File: src/hw/rtl/lld_pkg.sv
// ----------------------------------------------------------------------------
// lld_pkg
// Shared constants and types of the 3D line-line distance block.
// ----------------------------------------------------------------------------
package lld_pkg;

  localparam int COORD_WIDTH_DEF = 32;
  localparam int THR_WIDTH       = 16;
  localparam int MUL_CHUNK       = 32;
  localparam int FIFO_DEPTH_DEF  = 4;

  typedef struct packed {
    logic par;
    logic degen;
  } flags_t;

endpackage

File: src/hw/rtl/lld_fifo.sv
// ----------------------------------------------------------------------------
// lld_fifo
// Short queue between the front and back pipelines.
// ----------------------------------------------------------------------------
module lld_fifo #(
  parameter int W     = 8,
  parameter int DEPTH = lld_pkg::FIFO_DEPTH_DEF
) (
  input  logic         clk_i,
  input  logic         rst_ni,
  input  logic         in_valid_i,
  output logic         in_ready_o,
  input  logic [W-1:0] in_data_i,
  output logic         out_valid_o,
  input  logic         out_ready_i,
  output logic [W-1:0] out_data_o
);
  localparam int AW = $clog2(DEPTH);
  localparam int CNW = $clog2(DEPTH + 1);

  logic [W-1:0]   mem_q [DEPTH];
  logic [AW-1:0]  wr_q, rd_q;
  logic [CNW-1:0] cnt_q;
  logic           push, pop;

  assign in_ready_o  = cnt_q != CNW'(DEPTH);
  assign out_valid_o = cnt_q != '0;
  assign out_data_o  = mem_q[rd_q];
  assign push        = in_valid_i && in_ready_o;
  assign pop         = out_valid_o && out_ready_i;

  always_ff @(posedge clk_i or negedge rst_ni) begin
    if (!rst_ni) begin
      wr_q  <= '0;
      rd_q  <= '0;
      cnt_q <= '0;
    end else begin
      if (push) wr_q <= (wr_q == AW'(DEPTH-1)) ? '0 : wr_q + 1'b1;
      if (pop)  rd_q <= (rd_q == AW'(DEPTH-1)) ? '0 : rd_q + 1'b1;
      if (push && !pop)      cnt_q <= cnt_q + 1'b1;
      else if (pop && !push) cnt_q <= cnt_q - 1'b1;
    end
  end

  always_ff @(posedge clk_i) begin
    if (push) mem_q[wr_q] <= in_data_i;
  end

endmodule

File: config.mk
export PLATFORM = sky130hd
export DESIGN_NAME = lld_fifo
export DESIGN_NICKNAME = d
export VERILOG_FILES = /design/src/hw/rtl/lld_pkg.sv /design/src/hw/rtl/lld_fifo.sv
export SDC_FILE = /design/constraint.sdc
export NUM_CORES = 1
export LEC_CHECK = 0
export ABC_AREA = 1
export BUFFER_PORTS_ARGS = -buffer_cell sky130_fd_sc_hd__buf_2
export CELL_PAD_IN_SITES_DETAIL_PLACEMENT = 1
export CELL_PAD_IN_SITES_GLOBAL_PLACEMENT = 1
export CORE_ASPECT_RATIO = 1.5
export CORE_UTILIZATION = 45
export CTS_CLUSTER_SIZE = 28
export DETAILED_ROUTE_END_ITERATION = 7
export PLACE_DENSITY_LB_ADDON = 0.1
export SLEW_MARGIN = 20
export SYNTH_ARGS = -nofsm -noshare
export SYNTH_HDL_FRONTEND = slang
export SYNTH_SLANG_ARGS = --single-unit
File: constraint.sdc
create_clock -name clk_i -period 2.1 [get_ports clk_i]
set_input_delay 0.42 -clock clk_i [delete_from_list [all_inputs] [get_ports clk_i]]
set_output_delay 0.42 -clock clk_i [all_outputs]
set_load 0.01 [all_outputs]
## Word-level counts from Yosys, hierarchy flattened

Memory sizes are Yosys's and may differ from the RTL's.
Index checks and enable logic that the tools add are counted.

| word-level totals | value |
|---|---|
| logic and storage cells | 25 |
| output and inout port bits | 10 |
| register bits | 7 |
| input bits | 12 |
| bits in writable memories | 32 |
| memories kept | 1 |

Memory list:

| memory | words | width | read ports | clocked after memory_dff | write ports | RTL line | text |
|---|---|---|---|---|---|---|---|
| mem_q | 4 | 8 | 1 | 0 | 1 | lld_fifo.sv:21 | `logic [W-1:0] mem_q [DEPTH];` |

| cells by class | value |
|---|---|
| mux-type cells | 6 |
| reductions and logical operators | 8 |
| add/sub/neg operators | 4 |
| equality and inequality tests | 3 |

Operators with widths:

| operator | number |
|---|---|
| 3-bit two-way mux | 2 |
| 2-bit by 1-bit adder with 2-bit output (second input constant) | 2 |
| 2-bit == test (second input constant) | 2 |
| 1-bit logical AND | 4 |
| 2-bit two-way mux | 2 |
| 3-bit by 1-bit adder with 3-bit output (second input constant) | 1 |
| 3-bit inequality test (second input constant) | 1 |
| 3-bit nonzero test | 1 |
| 3-bit by 1-bit subtractor with 3-bit output (second input constant) | 1 |
| 1-bit zero test | 2 |
| 1-bit two-way mux | 2 |
| 2-bit nonzero test | 1 |

## Logic depth before layout (Yosys ltp)

| logic depth | value |
|---|---|
| word-level depth | 6 |
| mapped depth | 12 |
| depth with buffers taken out | 12 |

## Least setup slack after synthesis

OpenSTA, ideal clock, no wires.

| timing path | value |
|---|---|
| path type | register -> register |
| start point | register cnt_q[1] |
| end point | register cnt_q[2] |
| buffers on the path | 0 |
| data arrival time | 1.603 ns |
| library setup time | 0.117 ns |
| path slack | 0.380 ns |
| required time | 1.983 ns |
| stages on the path, launching flop included | 11 |
| clock period less this slack | 1.720 ns |
| path through | dfrtp_1 > inv_1 > nand3_1 > nand2_2 > ha_1 > inv_1 > fa_1 > nand2_1 > nand3_1 > nand2_1 > nand2_1 |

| between the ends | value |
|---|---|
| word-level cells in the longest chain between the ends | 5 |
| elaborated cells between the ends (all ways) | 13 |
| those cells by class | 2 x add/sub; 1 x eq/ne; 2 x mux; 8 x reduce/logical |

Ends and longest elaborated chain:

| item | RTL line | text |
|---|---|---|
| start: declaration | lld_fifo.sv:23 | `logic [CNW-1:0] cnt_q;` |
| start signal: assignment | lld_fifo.sv:40 | `if (push && !pop) cnt_q <= cnt_q + 1'b1;` |
| start signal: assignment | lld_fifo.sv:41 | `else if (pop && !push) cnt_q <= cnt_q - 1'b1;` |
| 3-bit nonzero test * | lld_fifo.sv:27 | `assign out_valid_o = cnt_q != '0;` |
| via out_valid_o | lld_fifo.sv:14 | `output logic out_valid_o,` |
| 1-bit logical AND * | lld_fifo.sv:30 | `assign pop = out_valid_o && out_ready_i;` |
| 1-bit zero test | lld_fifo.sv:40 |  |
| 1-bit logical AND | lld_fifo.sv:40 |  |
| 3-bit two-way mux or 2-bit nonzero test (tied branches) | - |  |

Mark *: on every way through the listed nets, which the timed path passes. The rest lies on a longest branch. The select of a mux whose other input is x is not followed.
A chain may end at the register's enable or synchronous reset.

## Final worst setup path

| timing path | value |
|---|---|
| start point | register cnt_q[1] |
| end point | register cnt_q[1] |

| between the ends | value |
|---|---|
| word-level cells in the longest chain between the ends | 5 |
| elaborated cells between the ends (all ways) | 13 |
| those cells by class | 2 x add/sub; 1 x eq/ne; 2 x mux; 8 x reduce/logical |

Ends and longest elaborated chain:

| item | RTL line | text |
|---|---|---|
| 3-bit inequality test * | lld_fifo.sv:26 | `assign in_ready_o = cnt_q != CNW'(DEPTH);` |
| 1-bit logical AND * | lld_fifo.sv:29 | `assign push = in_valid_i && in_ready_o;` |
| via push | lld_fifo.sv:24 | `logic push, pop;` |
| 1-bit zero test | lld_fifo.sv:41 |  |
| 1-bit logical AND | lld_fifo.sv:41 |  |
| 2-bit nonzero test (no source line) | - |  |

Marks and branches as above.

==> results.cfg <==
[cts]
cts_resized = 0
cts_setup_buffers = 0
cts_sinks = 39
clk_pin_slew_ps = 70
numCtsBuffers = 5
postCtsHoldBufs = 1
cts_max_level = 2
cts_tree = done
clockBufferDepth = 2
clk_latency_ps = 290
root_buffer = clkbuf_8

[synthesis]
synthMuxAreaShare_pct = 0
yosysWarnings = 0
synth_simple_gate_area_share_pct = 12.6
synth_fa_ha_area_share_pct = 5.42
synth_area_mm2 = 0.00175
synth.avg_cell_area_um2 = 11.5
synth_compound_area_share_pct = 7.13
synth_xor_area_share_pct = 0.499
synth_top_family_by_area = simple AND/OR/NAND/NOR gates
syn_inst = 152
synthTopCellsByArea = edfxtp_1 55%, dfrtp_1 10%, nand2_1 7.9%
ys_seq_elements = 39
syn-num-nets = 171
synth.top_cell.area_share_pct = 54.8
synthDistinctLibCells = 16
yosysSeqAreaShare_pct = 64.8
yosysTopAreaCell = edfxtp_1

[routing]
post_drt_via_cell_ratio = 4.97
detail_route.first_pass.iterations = 3
postRouteWirelength_um = 3150
drt-initial-drc-count = 13
ant_nets = 0
drc = 0
vias = 1123
wl_per_cell_um = 13.9

[status]
status = complete, no violations

[setup_path]
cp_slowest_stage_delay_ps = 420
ff2ff_path_depth = 9
required_ps = 2270
rrSetupSlack_ps = 220
worst_setup_path_end_kind = register
crit_arrival_ps = 2050
crit_top_cell = inv_1
crit_type = register to register
path_cells = inv_1, nand3_2, nand2_2, inv_1, ha_1, inv_1, fa_1, nand2_1, o21ai_0
r2r_start = cnt_q[1]
critical_path_peak_fanout = 7
crit_buf_inv = 3
timing.rr.end = cnt_q[1]
crit_path_start_kind = register
cp_slowest_cell = fa_1
critical_path.top_delay_family = adder cells

[place]
place_area_mm2 = 0.00190
dpl.hpwl_um = 2360
port_buffers = 21
gp_congestion = 0.682

[finish]
area_delta_synth_final_pct = 13.6
num_antenna_cells = 0
drive_above_1_share_pct = 20.2
utilization_pct = 53.6
fin_area_mm2 = 0.00199
nFillCells = 434
nets = 201

[floorplanning]
rows = 27
io_pins = 22
die_h_um = 78.5
core_mm2 = 0.00372
die_w_um = 53.0
start_util_pct = 47.2
die_area_mm2 = 0.00416

[global_route]
grt_pass1_vias = 1199
grt_start_max_net_pins = 36
grt_use_total_pct = 18.5
antenna_found_initial = 0
grt_pass1_wl_um = 5170
grt_overflow = 0

[hold_path]
hold_depth = 1
min_to = mem_q[3][0]
holdCritPathClass = primary input to register
min_from = in_data_i[0]

[power]
power_leakage_nw = 0.884
ir_drop_uv = 1120
powerDensity_mw_per_mm2 = 1340
p_total_mw = 2.66

[timing]
setup_viol = 0
tightestPinTransition_ps = 326
fin_skew_ps = 6.49
drv_slew = 0
finalCritPeriodShare_pct = 89.4
rsz0062_at_grt = no
fin_tns_setup_ps = 0
slew_headroom_pct = 78.3
finalCriticalPeriod_ps = 1880
finalHoldViolations = 0
fmax_mhz = 533

[flow_run]
maxCapViolations = 0
[routing by layer]
metal | vias up | part of all wire, % | GRT usage (%)
met5 | - | 0 | 0
met4 | 0 | 3.0 | 11.3
met3 | 9 | 3.6 | 5.23
met2 | 22 | 57 | 32.4
met1 | 534 | 37 | 18.3
li1 | 558 | - | -
[cells by family (layout without fill, tap and decap cells)]
group | Yosys count | after routing
compound gates | 17 | 17
xor+xnor | 1 | 1
fa+ha+maj | 7 | 7
buf+inv | 35 | 66
flops | 39 | 39
simple gates | 53 | 53
[power breakdown]
part / switching [mW] / leakage [nW] / internal [mW]
registers: 0.0875 / 0.378 / 1.04
clock network: 0.234 / 0.0422 / 0.233
logic: 0.665 / 0.464 / 0.403
total: 0.986 / 0.884 / 1.68
[stage by stage]
| step | hold slack, ps | setup WS (ps) | instances |
|---|---|---|---|
| 2_1_floorplan | 124 | 380 | 152 |
| 3_3_place_gp | 265 | 319 | 217 |
| 3_5_place_dp | 267 | 220 | 217 |
| 4_1_cts | 334 | 190 | 226 |
| 5_1_grt | 327 | 96.9 | 226 |
| 6_report | 342 | 223 | 226 |
[cells in the mapped netlist]
cell and instances:
nand2_2 2, inv_2 1, o211ai_1 16, xnor2_1 1, o21ai_0 1, fa_1 1
edfxtp_1 32, nand3_2 1, ha_1 6, dfrtp_1 7, nand2_1 37, nand4_1 1
nor2_1 6, nand3_1 6, inv_1 29, buf_6 5
[placed cells by master (no fill, tap or decap)]
master / synthesis / layout
nand2_1: 37 / 37
clkbuf_1: 0 / 2
ha_1: 6 / 6
dlygate4sd3_1: 0 / 1
nand4_1: 1 / 1
dfrtp_1: 7 / 7
o21ai_0: 1 / 1
inv_2: 1 / 1
inv_1: 29 / 29
edfxtp_1: 32 / 32
nand3_2: 1 / 1
nor2_1: 6 / 6
buf_2: 0 / 21
nand2_2: 2 / 2
clkinv_2: 0 / 1
o211ai_1: 16 / 16
xnor2_1: 1 / 1
nand3_1: 6 / 6
buf_4: 0 / 6
clkbuf_8: 0 / 5
fa_1: 1 / 1
[layout make-up]
| type | instances | area, µm² | share of cell area (%) |
|---|---|---|---|
| timing repair buffer | 28 | 160 | 8.04 |
| tap | 43 | 53.8 | 2.70 |
| inverter | 30 | 113 | 5.65 |
| clock buffer | 7 | 76.3 | 3.83 |
| sequential | 39 | 1140 | 57.0 |
| multi-input combinational | 78 | 449 | 22.5 |
| clock inverter | 1 | 5.00 | 0.251 |
[flip-flops by register name (all words and copies together), names as in the netlist]
name,count
wr_q,2
mem_q,32
rd_q,2
cnt_q,3
[worst max path at each step]
stage                     slack (ps)  startpoint        to  cells after the start
after CTS                        190    cnt_q[1]  cnt_q[1]                      9
final                            220    cnt_q[1]  cnt_q[1]                      9
after floorplan                  380    cnt_q[1]  cnt_q[2]                     10
after detailed placement         220    cnt_q[1]  cnt_q[1]                      9
after global routing             100    cnt_q[1]  cnt_q[1]                      9
after global placement           320    cnt_q[1]  cnt_q[1]                      9
Note: power is estimated with default switching activity, not from simulation.
